[src/design/xorshift64star_range_generator_unit_macros.svh]
// assertion macros used by the generator top level
`ifndef XORSHIFT64STAR_RANGE_GENERATOR_UNIT_MACROS_SVH
`define XORSHIFT64STAR_RANGE_GENERATOR_UNIT_MACROS_SVH

// condition that holds at every clock edge outside reset
`define XRG_ASSERT_ALWAYS(label, cond, msg) \
  label: assert property (@(posedge clk) disable iff (rst) (cond)) else $error(msg);

// consequence that holds in the same cycle as its antecedent
`define XRG_ASSERT_IMPLY(label, ante, cons, msg) \
  label: assert property (@(posedge clk) disable iff (rst) (ante) |-> (cons)) else $error(msg);

`endif

[src/design/xrg_pkg.sv]
// shared types, constants and helpers of the xorshift64* range generator
package xrg_pkg;

  localparam logic [63:0] SEED_DEFAULT = 64'h9E3779B97F4A7C15;
  localparam logic [63:0] SCRAMBLE_MUL = 64'd2685821657736338717;
  localparam int SHIFT_A    = 12;
  localparam int SHIFT_B    = 25;
  localparam int SHIFT_C    = 27;
  localparam int FRAC_SHIFT = 11;

  // request codes
  localparam logic [2:0] FUNC_RAW    = 3'd0;
  localparam logic [2:0] FUNC_RANGE  = 3'd1;
  localparam logic [2:0] FUNC_FRAC   = 3'd2;
  localparam logic [2:0] FUNC_CHANCE = 3'd3;
  localparam logic [2:0] FUNC_PICK   = 3'd4;
  localparam logic [2:0] FUNC_LOAD   = 3'd5;

  // command queue between front and back
  localparam int QUEUE_DEPTH = 2;
  localparam int QUEUE_AW    = $clog2(QUEUE_DEPTH);
  localparam int QUEUE_CW    = $clog2(QUEUE_DEPTH + 1);

  // sequencing of the back end
  localparam int MUL_STEPS = 4;
  localparam int DIV_STEPS = 64;
  localparam int STEP_CW   = $clog2(DIV_STEPS);

  typedef struct packed {
    logic        [2:0]  func;
    logic signed [31:0] low_bound;
    logic signed [31:0] high_bound;
    logic        [53:0] probability;
    logic signed [31:0] item_count;
    logic        [63:0] new_state;
  } req_t;

  typedef struct packed {
    logic        [63:0] raw_value;
    logic signed [31:0] bounded_value;
    logic        [52:0] fraction_value;
    logic               hit;
  } rsp_t;

  typedef enum logic [2:0] {
    OP_RAW,
    OP_RANGE,
    OP_CHANCE,
    OP_EMPTY,
    OP_LOAD,
    OP_NOP
  } op_t;

  typedef struct packed {
    op_t         op;
    logic [31:0] lo;
    logic [32:0] span;
    logic [53:0] prob;
    logic [63:0] seed;
  } cmd_t;

  typedef struct packed {
    logic full;
    logic empty;
  } queue_status_t;

  // one xorshift step with the 12/25/27 triple
  function automatic logic [63:0] xorshift_step(input logic [63:0] s);
    logic [63:0] x;
    x = s;
    x = x ^ (x >> SHIFT_A);
    x = x ^ (x << SHIFT_B);
    x = x ^ (x >> SHIFT_C);
    return x;
  endfunction

endpackage

[src/design/xorshift64star_range_generator_unit.sv]
// top level of the xorshift64* range generator
// A 64-bit xorshift64* generator (shifts 12/25/27, fixed scramble multiplier)
// that answers each request transaction with exactly one response
// transaction. Requests pass through a registered front end and a two-entry
// command queue, so new requests are taken while the back end works and while
// a finished response waits for the consumer. In the back end, raw, fraction
// and chance requests go through the state update, the shared 32x32
// multiplier steps that build the low 64 bits of the scramble product and the
// result write; range and pick requests then add the bit-serial remainder of
// the raw value by the span, and that remainder loop sets the sustained rate.
// Load, empty pick and unused codes respond straight from the idle state. The
// back end takes a new command only while idle with no response waiting. The
// state resets to 0x9E3779B97F4A7C15.
`include "xorshift64star_range_generator_unit_macros.svh"

module xorshift64star_range_generator_unit (
  input  logic          clk,
  input  logic          rst,
  input  logic          req_valid,
  output logic          req_stall,
  input  xrg_pkg::req_t req,
  output logic          rsp_valid,
  output xrg_pkg::rsp_t rsp,
  input  logic          rsp_stall
);
  import xrg_pkg::*;

  // front end to queue
  logic          front_valid;
  logic          front_stall;
  cmd_t          front_cmd;

  // queue to back end
  logic          back_valid;
  logic          back_stall;
  cmd_t          back_cmd;

  queue_status_t q_status;

  // classify requests, work out range bounds and spans
  xrg_front u_front (
    .clk       (clk),
    .rst       (rst),
    .req_valid (req_valid),
    .req_stall (req_stall),
    .req       (req),
    .cmd_valid (front_valid),
    .cmd       (front_cmd),
    .cmd_stall (front_stall)
  );

  // lets the front keep taking transactions while the back end is busy
  xrg_queue u_queue (
    .clk        (clk),
    .rst        (rst),
    .push_valid (front_valid),
    .push_stall (front_stall),
    .push_cmd   (front_cmd),
    .pop_valid  (back_valid),
    .pop_cmd    (back_cmd),
    .pop_stall  (back_stall),
    .status     (q_status)
  );

  // generator state, multiplier, serial remainder and response register
  xrg_back u_back (
    .clk       (clk),
    .rst       (rst),
    .cmd_valid (back_valid),
    .cmd       (back_cmd),
    .cmd_stall (back_stall),
    .rsp_valid (rsp_valid),
    .rsp       (rsp),
    .rsp_stall (rsp_stall)
  );

  // queue can never claim to be both full and empty
  `XRG_ASSERT_ALWAYS(a_queue_status, !(q_status.full && q_status.empty), "queue full and empty")

  // fraction is always the top bits of the raw output
  `XRG_ASSERT_IMPLY(a_frac_match, rsp_valid, rsp.fraction_value == rsp.raw_value[63:FRAC_SHIFT], "fraction mismatch")

  // a chance hit only comes from a chance transaction, which has no bounded value
  `XRG_ASSERT_IMPLY(a_hit_only_chance, rsp_valid && rsp.hit, rsp.bounded_value == 32'sd0, "hit with bounded value")

endmodule

[src/design/xrg_front.sv]
// front end: takes requests, sorts them into commands and works out range spans
module xrg_front (
  input  logic          clk,
  input  logic          rst,
  input  logic          req_valid,
  output logic          req_stall,
  input  xrg_pkg::req_t req,
  output logic          cmd_valid,
  output xrg_pkg::cmd_t cmd,
  input  logic          cmd_stall
);
  import xrg_pkg::*;

  logic        take;
  logic        swap;
  logic [31:0] lo_sel;
  logic [31:0] hi_sel;
  logic [32:0] range_span;
  logic        pick_ok;
  cmd_t        cmd_next;

  assign req_stall = cmd_valid && cmd_stall;
  assign take      = req_valid && !req_stall;

  always_comb begin
    swap       = $signed(req.high_bound) < $signed(req.low_bound);
    lo_sel     = swap ? req.high_bound : req.low_bound;
    hi_sel     = swap ? req.low_bound : req.high_bound;
    // difference is never negative, at most 2^32 - 1, so the span is at most 2^32
    range_span = {hi_sel[31], hi_sel} - {lo_sel[31], lo_sel} + 33'd1;
    pick_ok    = !req.item_count[31] && (req.item_count != 32'sd0);

    cmd_next      = '0;
    cmd_next.op   = OP_NOP;
    cmd_next.prob = req.probability;
    cmd_next.seed = req.new_state;
    case (req.func)
      FUNC_RAW, FUNC_FRAC: begin
        cmd_next.op = OP_RAW;
      end
      FUNC_RANGE: begin
        cmd_next.op   = OP_RANGE;
        cmd_next.lo   = lo_sel;
        cmd_next.span = range_span;
      end
      FUNC_CHANCE: begin
        cmd_next.op = OP_CHANCE;
      end
      FUNC_PICK: begin
        if (pick_ok) begin
          cmd_next.op   = OP_RANGE;
          cmd_next.lo   = 32'd0;
          cmd_next.span = {1'b0, req.item_count};
        end else begin
          cmd_next.op = OP_EMPTY;
        end
      end
      FUNC_LOAD: begin
        cmd_next.op = OP_LOAD;
      end
      default: begin
        cmd_next.op = OP_NOP;
      end
    endcase
  end

  always_ff @(posedge clk) begin
    if (rst) begin
      cmd_valid <= 1'b0;
    end else if (take) begin
      cmd_valid <= 1'b1;
    end else if (!cmd_stall) begin
      cmd_valid <= 1'b0;
    end
  end

  always_ff @(posedge clk) begin
    if (take) begin
      cmd <= cmd_next;
    end
  end

endmodule

[src/design/xrg_queue.sv]
// short command queue that decouples the front end from the back end
module xrg_queue (
  input  logic                   clk,
  input  logic                   rst,
  input  logic                   push_valid,
  output logic                   push_stall,
  input  xrg_pkg::cmd_t          push_cmd,
  output logic                   pop_valid,
  output xrg_pkg::cmd_t          pop_cmd,
  input  logic                   pop_stall,
  output xrg_pkg::queue_status_t status
);
  import xrg_pkg::*;

  cmd_t                entries [QUEUE_DEPTH];
  logic [QUEUE_AW-1:0] wr_ptr;
  logic [QUEUE_AW-1:0] rd_ptr;
  logic [QUEUE_CW-1:0] count;
  logic                push;
  logic                pop;

  assign status.full  = (count == QUEUE_CW'(QUEUE_DEPTH));
  assign status.empty = (count == '0);
  assign push_stall   = status.full;
  assign pop_valid    = !status.empty;
  assign pop_cmd      = entries[rd_ptr];
  assign push         = push_valid && !push_stall;
  assign pop          = pop_valid && !pop_stall;

  always_ff @(posedge clk) begin
    if (rst) begin
      wr_ptr <= '0;
      rd_ptr <= '0;
      count  <= '0;
    end else begin
      if (push) begin
        wr_ptr <= (wr_ptr == QUEUE_AW'(QUEUE_DEPTH - 1)) ? '0 : wr_ptr + 1'b1;
      end
      if (pop) begin
        rd_ptr <= (rd_ptr == QUEUE_AW'(QUEUE_DEPTH - 1)) ? '0 : rd_ptr + 1'b1;
      end
      if (push && !pop) begin
        count <= count + 1'b1;
      end else if (pop && !push) begin
        count <= count - 1'b1;
      end
    end
  end

  always_ff @(posedge clk) begin
    if (push) begin
      entries[wr_ptr] <= push_cmd;
    end
  end

endmodule

[src/design/xrg_back.sv]
// back end: state update, split 64-bit scramble multiply and serial remainder
module xrg_back (
  input  logic          clk,
  input  logic          rst,
  input  logic          cmd_valid,
  input  xrg_pkg::cmd_t cmd,
  output logic          cmd_stall,
  output logic          rsp_valid,
  output xrg_pkg::rsp_t rsp,
  input  logic          rsp_stall
);
  import xrg_pkg::*;

  typedef enum logic [3:0] {
    ST_IDLE = 4'b0001,
    ST_MUL  = 4'b0010,
    ST_DIV  = 4'b0100,
    ST_DONE = 4'b1000
  } state_t;

  state_t             st;
  logic [63:0]        gen_state;
  op_t                op;
  logic [31:0]        lo;
  logic [32:0]        span;
  logic [53:0]        prob;
  logic [STEP_CW-1:0] cnt;
  logic [63:0]        prod;
  logic [63:0]        acc;
  logic [63:0]        dq;
  logic [32:0]        rem;

  logic               take;
  logic [31:0]        mul_a;
  logic [31:0]        mul_b;
  logic [63:0]        raw_fin;
  logic [33:0]        trial;
  logic [33:0]        trial_sub;

  assign cmd_stall = !((st == ST_IDLE) && !rsp_valid);
  assign take      = cmd_valid && !cmd_stall;

  // low 64 bits of state times multiplier from three 32x32 partial products
  always_comb begin
    case (cnt[1:0])
      2'd0: begin
        mul_a = gen_state[31:0];
        mul_b = SCRAMBLE_MUL[31:0];
      end
      2'd1: begin
        mul_a = gen_state[31:0];
        mul_b = SCRAMBLE_MUL[63:32];
      end
      default: begin
        mul_a = gen_state[63:32];
        mul_b = SCRAMBLE_MUL[31:0];
      end
    endcase
    raw_fin   = {acc[63:32] + prod[31:0], acc[31:0]};
    trial     = {rem, dq[63]};
    trial_sub = trial - {1'b0, span};
  end

  always_ff @(posedge clk) begin
    if (rst) begin
      st        <= ST_IDLE;
      gen_state <= SEED_DEFAULT;
      rsp_valid <= 1'b0;
      cnt       <= '0;
    end else begin
      if (rsp_valid && !rsp_stall) begin
        rsp_valid <= 1'b0;
      end
      case (st)
        ST_IDLE: begin
          if (take) begin
            case (cmd.op)
              OP_RAW, OP_RANGE, OP_CHANCE: begin
                gen_state <= xorshift_step(gen_state);
                cnt       <= '0;
                st        <= ST_MUL;
              end
              OP_LOAD: begin
                if (cmd.seed != 64'd0) begin
                  gen_state <= cmd.seed;
                end
                rsp_valid <= 1'b1;
              end
              default: begin
                rsp_valid <= 1'b1;
              end
            endcase
          end
        end
        ST_MUL: begin
          if (cnt[1:0] == 2'(MUL_STEPS - 1)) begin
            cnt <= '0;
            st  <= (op == OP_RANGE) ? ST_DIV : ST_DONE;
          end else begin
            cnt <= cnt + 1'b1;
          end
        end
        ST_DIV: begin
          if (cnt == STEP_CW'(DIV_STEPS - 1)) begin
            st <= ST_DONE;
          end
          cnt <= cnt + 1'b1;
        end
        ST_DONE: begin
          rsp_valid <= 1'b1;
          st        <= ST_IDLE;
        end
        default: begin
          st <= ST_IDLE;
        end
      endcase
    end
  end

  // datapath registers
  always_ff @(posedge clk) begin
    case (st)
      ST_IDLE: begin
        if (take) begin
          op                 <= cmd.op;
          lo                 <= cmd.lo;
          span               <= cmd.span;
          prob               <= cmd.prob;
          rsp.raw_value      <= '0;
          rsp.bounded_value  <= (cmd.op == OP_EMPTY) ? -32'sd1 : 32'sd0;
          rsp.fraction_value <= '0;
          rsp.hit            <= 1'b0;
        end
      end
      ST_MUL: begin
        if (cnt[1:0] != 2'(MUL_STEPS - 1)) begin
          prod <= {32'd0, mul_a} * {32'd0, mul_b};
        end
        if (cnt[1:0] == 2'd1) begin
          acc <= prod;
        end else if (cnt[1:0] == 2'd2) begin
          acc <= raw_fin;
        end else if (cnt[1:0] == 2'(MUL_STEPS - 1)) begin
          acc <= raw_fin;
          dq  <= raw_fin;
          rem <= '0;
        end
      end
      ST_DIV: begin
        // restoring step, remainder always below the span
        if (!trial_sub[33]) begin
          rem <= trial_sub[32:0];
        end else begin
          rem <= trial[32:0];
        end
        dq <= {dq[62:0], 1'b0};
      end
      ST_DONE: begin
        rsp.raw_value      <= acc;
        rsp.fraction_value <= acc[63:FRAC_SHIFT];
        rsp.bounded_value  <= (op == OP_RANGE) ? lo + rem[31:0] : 32'd0;
        rsp.hit            <= (op == OP_CHANCE) && ({1'b0, acc[63:FRAC_SHIFT]} < prob);
      end
      default: begin
      end
    endcase
  end

endmodule
[config.mk]
export PLATFORM = sky130hd
export DESIGN_NAME = xorshift64star_range_generator_unit
export DESIGN_NICKNAME = d
export VERILOG_FILES = /design/src/design/xrg_pkg.sv /design/src/design/xorshift64star_range_generator_unit.sv /design/src/design/xrg_front.sv /design/src/design/xrg_queue.sv /design/src/design/xrg_back.sv
export VERILOG_INCLUDE_DIRS = /design/src /design/src/design
export SDC_FILE = /design/constraint.sdc
export NUM_CORES = 2
export LEC_CHECK = 0
export BUFFER_PORTS_ARGS = -buffer_cell sky130_fd_sc_hd__buf_4
export CORE_MARGIN = 2
export CORE_UTILIZATION = 30
export DETAILED_ROUTE_END_ITERATION = 8
export PLACE_DENSITY = 0.56
export SLEW_MARGIN = 10
export SYNTH_ARGS = -nofsm -noshare
export SYNTH_HDL_FRONTEND = slang
export SYNTH_SLANG_ARGS = --single-unit
[constraint.sdc]
create_clock -name clk -period 30.5 [get_ports clk]
set_input_delay 3.05 -clock clk [delete_from_list [all_inputs] [get_ports clk]]
set_output_delay 3.05 -clock clk [all_outputs]
set_load 0.005 [all_outputs]
Word-level counts from Yosys, hierarchy flattened
Memories as Yosys holds them, arrays and structs flattened. A register that Yosys moved wholly into a read port is not among the register bits.
Cells that the tools add are included.
- bits in registers: 763
- RAM bits: 372
- memories kept: 1
- reduce and logical (&&, ||, !) cells: 42
- multiply operators: 1
- eq/ne operators: 29
- bitwise logic cells: 3
- multiplexer cells: 50
- $lt $le $gt $ge: 2
- add/sub/neg operators: 10
- memory list (name ; words ; bits a word ; rd ports ; clocked after Yosys merged registers in ; wr ports ; line ; source):
    u_queue.entries ; 2 ; 186 ; 1 ; 1 ; 1 ; xrg_queue.sv:15 ; cmd_t entries [QUEUE_DEPTH];
- operators with widths (operator ; number):
    $mux 64 ; 7
    $pmux 150 s2 ; 1
    $pmux 64 s2 ; 2
    $mux 32 ; 6
    $mux 150 ; 1
    $mux 33 ; 4
    $pmux 65 s2 ; 1
    $pmux 33 s2 ; 1
    $add 32x32->32 ; 2
    $mul 32x32->64 ; 1
    $reduce_bool 64->1 ; 1
    $xor 64x37->64 ; 1
    $xor 64x52->64 ; 1
    $xor 64x64->64 ; 1
    $lt 53x54->1 ; 1
    $sub 34x33->34 ; 1
    $add 33x1->33 const B ; 1
    $sub 32x32->33 ; 1
    $lt 32x32->1 ; 1
    $reduce_bool 32->1 ; 1
    $mux 31 ; 1
    $mux 4 ; 5
    $mux 6 ; 3
    $pmux 6 s3 ; 1
    other kinds (32) ; 91

Depth between registers and ports, before layout
- depth in word-level cells: 7
- gate-level depth with buffers: 38

By module
A second synthesis with hierarchy kept.
- cells, all modules: 6583
- area total of the unflattened synthesis: 75048.2 um^2
- modules (own cells, without submodules) (module ; area an instance (um^2) ; times used ; cells each):
    xrg_back ; 51318.0 ; 1 ; 5147
    xrg_queue ; 14233.7 ; 1 ; 606
    xrg_front ; 9496.6 ; 1 ; 830

Worst setup path before layout
OpenSTA, ideal clock, no wires.
- path type: in2reg
- from: in req_valid
- to: reg u_front.cmd[0] in the netlist's numbering, enable pin
- stages: 1
- slack: 18.667 ns
- arrival time: 11.076 ns
- path buffers: 0
- required time: 29.742 ns
- cell sequence: nor2b_1
- longest elaborated chain between the ends: 1
- RTL lines (what ; line ; source):
    start: declaration ; xorshift64star_range_generator_unit.sv:19 ; input logic req_valid,
    $logic_and 1x1->1 ; xrg_front.sv:23 ; assign take = req_valid && !req_stall;
    end signal: assignment ; xrg_front.sv:79 ; cmd <= cmd_next;
    end: declaration ; xrg_front.sv:9 ; output xrg_pkg::cmd_t cmd,
Every way passes these cells.
A chain may end at the register's enable or synchronous reset.

Worst setup path after layout
- from: reg u_back.cnt[0]
- to: reg u_back.prod[63], data pin
- longest elaborated chain between the ends: 4
- elaborated cells on any way between the ends: 6
- RTL lines (what ; line ; source):
    start: declaration ; xrg_back.sv:27 ; logic [STEP_CW-1:0] cnt;
    start signal: assignment ; xrg_back.sv:100 ; cnt <= cnt + 1'b1;
    start signal: assignment ; xrg_back.sv:107 ; cnt <= cnt + 1'b1;
    $eq 2x1->1 / $logic_not 2->1 (equally long branches) ; xrg_back.sv:45 ; case (cnt[1:0])
    $reduce_or 2->1 (no source line) * ; n/a ;
    $mux 32 * ; xrg_back.sv:45 ;
    net u_back.mul_a[1] ; xrg_back.sv:34 ; logic [31:0] mul_a;
    $mul 32x32->64 * ; xrg_back.sv:137 ; prod <= {32'd0, mul_a} * {32'd0, mul_b};
    end signal: assignment ; xrg_back.sv:137 ;
    end: declaration ; xrg_back.sv:28 ; logic [63:0] prod;
Mark *: on every way through the listed nets, which the timed path passes. The rest lies on a longest branch.

==> summary.txt <==
Detailed routing
  – Drt wl/cell: 20.8 um
  – Total DRC errors in the routed layout: 0
  – Number of DRC markers in iteration 0: 3504
  – Total via count in the routed design: 48200
  – Final Routed Wirelength: 211000 um
  – Vias per Instance: 4.76
  – Drt pass-1 iters: 8
  – Routed Antenna Nets: 0

Worst setup path
  – Critical Path Source Type: flip-flop
  – Peak per-stage delay on the critical path: 0.96 ns
  – Data required time at the worst endpoint: 30.97 ns
  – Arrival time reported for the critical path endpoint: 11.06 ns
  – Critical path peak fanout: 34
  – Setup crit end kind: flip-flop
  – Flop-to-flop setup slack: 19.91 ns
  – Most Frequent Cell on Critical Path: sky130_fd_sc_hd__fa_1
  – CP max stage cell: sky130_fd_sc_hd__nor3_1
  – Startpoint-to-endpoint class of the critical path: reg2reg

Synth
  – Number of enable-type register cells in the synthesized netlist: 1002
  – Area share of the largest cell type after synthesis: 0.405
  – Cell area after synthesis: 74200 um2
  – Most instantiated library cell after synthesis: sky130_fd_sc_hd__inv_1
  – Post-synth top flop: sky130_fd_sc_hd__edfxtp_1
  – Post-synthesis cell type count: 97
  – Commonest cells in the netlist: sky130_fd_sc_hd__inv_1 (1010), sky130_fd_sc_hd__edfxtp_1 (1002), sky130_fd_sc_hd__ha_1 (605)
  – Cell type with the largest total area after synthesis: sky130_fd_sc_hd__edfxtp_1
  – Most area-consuming cells after synthesis: sky130_fd_sc_hd__edfxtp_1 (41%), sky130_fd_sc_hd__fa_1 (16%), sky130_fd_sc_hd__ha_1 (10%)
  – Async set-reset flop share out of synthesis: 0
  – Synthesis Warnings: 0
  – Synthesized area per cell: 11.5 um2
  – Gate Count Post-Synth: 6462
  – Post-synthesis sequential element count: 1083
  – Sequential fraction of the synthesis area: 0.427

Clock network
  – Hold buffers post-CTS: 0
  – Num CTS Buffers: 113
  – Clock transition at the registers of the reported paths: 0.06 ns
  – CTS Sinks: 1083
  – TritonCTS clock tree: done
  – Deepest clock path buffer count: 3
  – Worst-Skew Late Latency: 0.79 ns
  – # H-tree levels: 3
  – Post-CTS sizing: 0
  – Cell at the root of the clock tree: sky130_fd_sc_hd__clkbuf_16
  – Postcts setup bufs: 0

Floorplan
  – Placeable core region: 246000 um2
  – Row cnt: 182
  – Die footprint: 251000 um2
  – Die height: 501 um
  – Io pins: 373
  – Starting density of the core: 0.302
  – Width of the die: 501 um

Timing
  – Fraction of the cycle the final worst path needs: 0.347
  – Number of slew-limit violations in the final report: 0
  – Maximum frequency from static timing analysis: 94.4 MHz
  – Setup ws final: 19.91 ns
  – Setup repair after global routing missed its margin: false
  – Number of hold-slack violations in the final timing report: 0
  – Period minus WS final: 10.59 ns
  – Slew @ Worst Pin: 1.29 ns
  – Tightest slew margin relative to the limit: 0.117
  – Maximum clock skew at final layout: 0.0837 ns
  – Setup violators final: 0
  – Total Negative Setup Slacks: 0 ns

Finish
  – Final-stage net count: 8218
  – Antenna diode instance count: 0
  – Area delta synth->final: 13.7%
  – Share of the core filled with cells in the final layout: 0.343
  – Area of all placed cells without fillers: 84400 um2
  – Fraction of layout instances using a drive strength above 1: 0.120

Outcome
  – Result of the run: completed

Global routing
  – Largest net degree at the start of global routing: 141
  – Vias in the first global route: 48700
  – Global-route wire length before repair: 314000 um
  – Global route overflow: 0
  – Overall routing resource usage: 0.165
  – Antenna violations before repair: 8

Placement
  – Hpwl dp: 167000 um
  – Number of buffers added on ports: 372
  – Post-placement cell area: 80600 um2
  – Final weighted congestion in routability-driven placement: 0.921
  – Worst slack at placement: 20.07 ns

Run
  – Max-cap violation count: 0

Worst hold path
  – Path type of the worst min-delay path: reg2reg
-- path summary, 6_finish.rpt --
kind	from	to	cells after the start
setup reg to reg	u_back.cnt[0]$_SDFFE_PP0P_	u_back.prod[63]$_DFFE_PP_	30
setup / recovery	u_back.cnt[0]$_SDFFE_PP0P_	u_back.prod[63]$_DFFE_PP_	30
hold / removal	u_front.cmd[54]$_DFFE_PP_	u_queue.entries[0][54]$_DFFE_PP_	0
hold reg to reg	u_front.cmd[54]$_DFFE_PP_	u_queue.entries[0][54]$_DFFE_PP_	0
-- logic make-up (layout without fill, tap and decap cells) --
family                     Yosys count  after routing  synth area share
muxes                              252            252            0.0363
DFF                               1083           1083             0.427
AOI/OAI and AO/OA                  999            999            0.0850
buffers and inverters             1275           1663            0.0692
xor gates and xnor gates           342            342            0.0404
and+or+nand+nor                   1322           1322            0.0829
adders and majority gates         1187           1187             0.259
other                                2             59          0.000101
-- critical path: cells and delay by family (launching register included) --
family / cells / cell delay, ns
buf+inv: 6 / 1.19
fa+ha+maj: 10 / 4.44
xor+xnor: 1 / 0.15
compound gates: 6 / 1.57
flops: 1 / 0.42
simple gates: 7 / 2.47
-- flip-flops by register name, indices dropped and copies added (netlist names), 33 cells and up, named ones only --
signal            count
u_queue.entries     372
u_front.cmd         186
u_back.rsp           97
u_back.acc           64
u_back.dq            64
u_back.gen_state     64
u_back.prod          64
u_back.prob          54
u_back.rem           33
u_back.span          33
-- cell usage in the layout, fill, tap and decap left out, drive strengths merged, types with 131 or more instances in the layout --
master	Yosys	layout
o21ai	244	244
nand2	471	471
inv	1013	1023
fa	582	582
edfxtp	1002	1002
buf	108	438
ha	605	605
clkbuf	154	131
a21oi	288	288
a21o	142	142
nor2	359	359
mux2	135	135
xnor2	226	226
-- metal layers --
metal,vias to the layer above,GRT usage,share of wire
met5,-,0,0.00010
met4,4,0.0360,0.020
met3,200,0.0243,0.053
met2,1263,0.258,0.45
met1,24100,0.242,0.48
li1,22500,-,-
-- through the flow --
step / hold WS [ns] / instances
4_1_cts: 0.408 / 10100
3_3_place_gp: 0.424 / 9915
3_5_place_dp: 0.429 / 9915
6_report: 0.414 / 10100
2_1_floorplan: 0.421 / 6519
5_1_grt: 0.422 / 10100
-- cell type report --
class	instances	area, um2
multi-input cells	4161	37700
clock buffers	131	2900
inverters	1013	3800
clock inverters	81	921
repair buffers	438	3330
flip-flops and latches	1083	31700
well taps	3220	4030
fillers	24500	162000
Power is not shown: default switching activity piles up to over one toggle a cycle in this logic, so the estimate is an artifact.
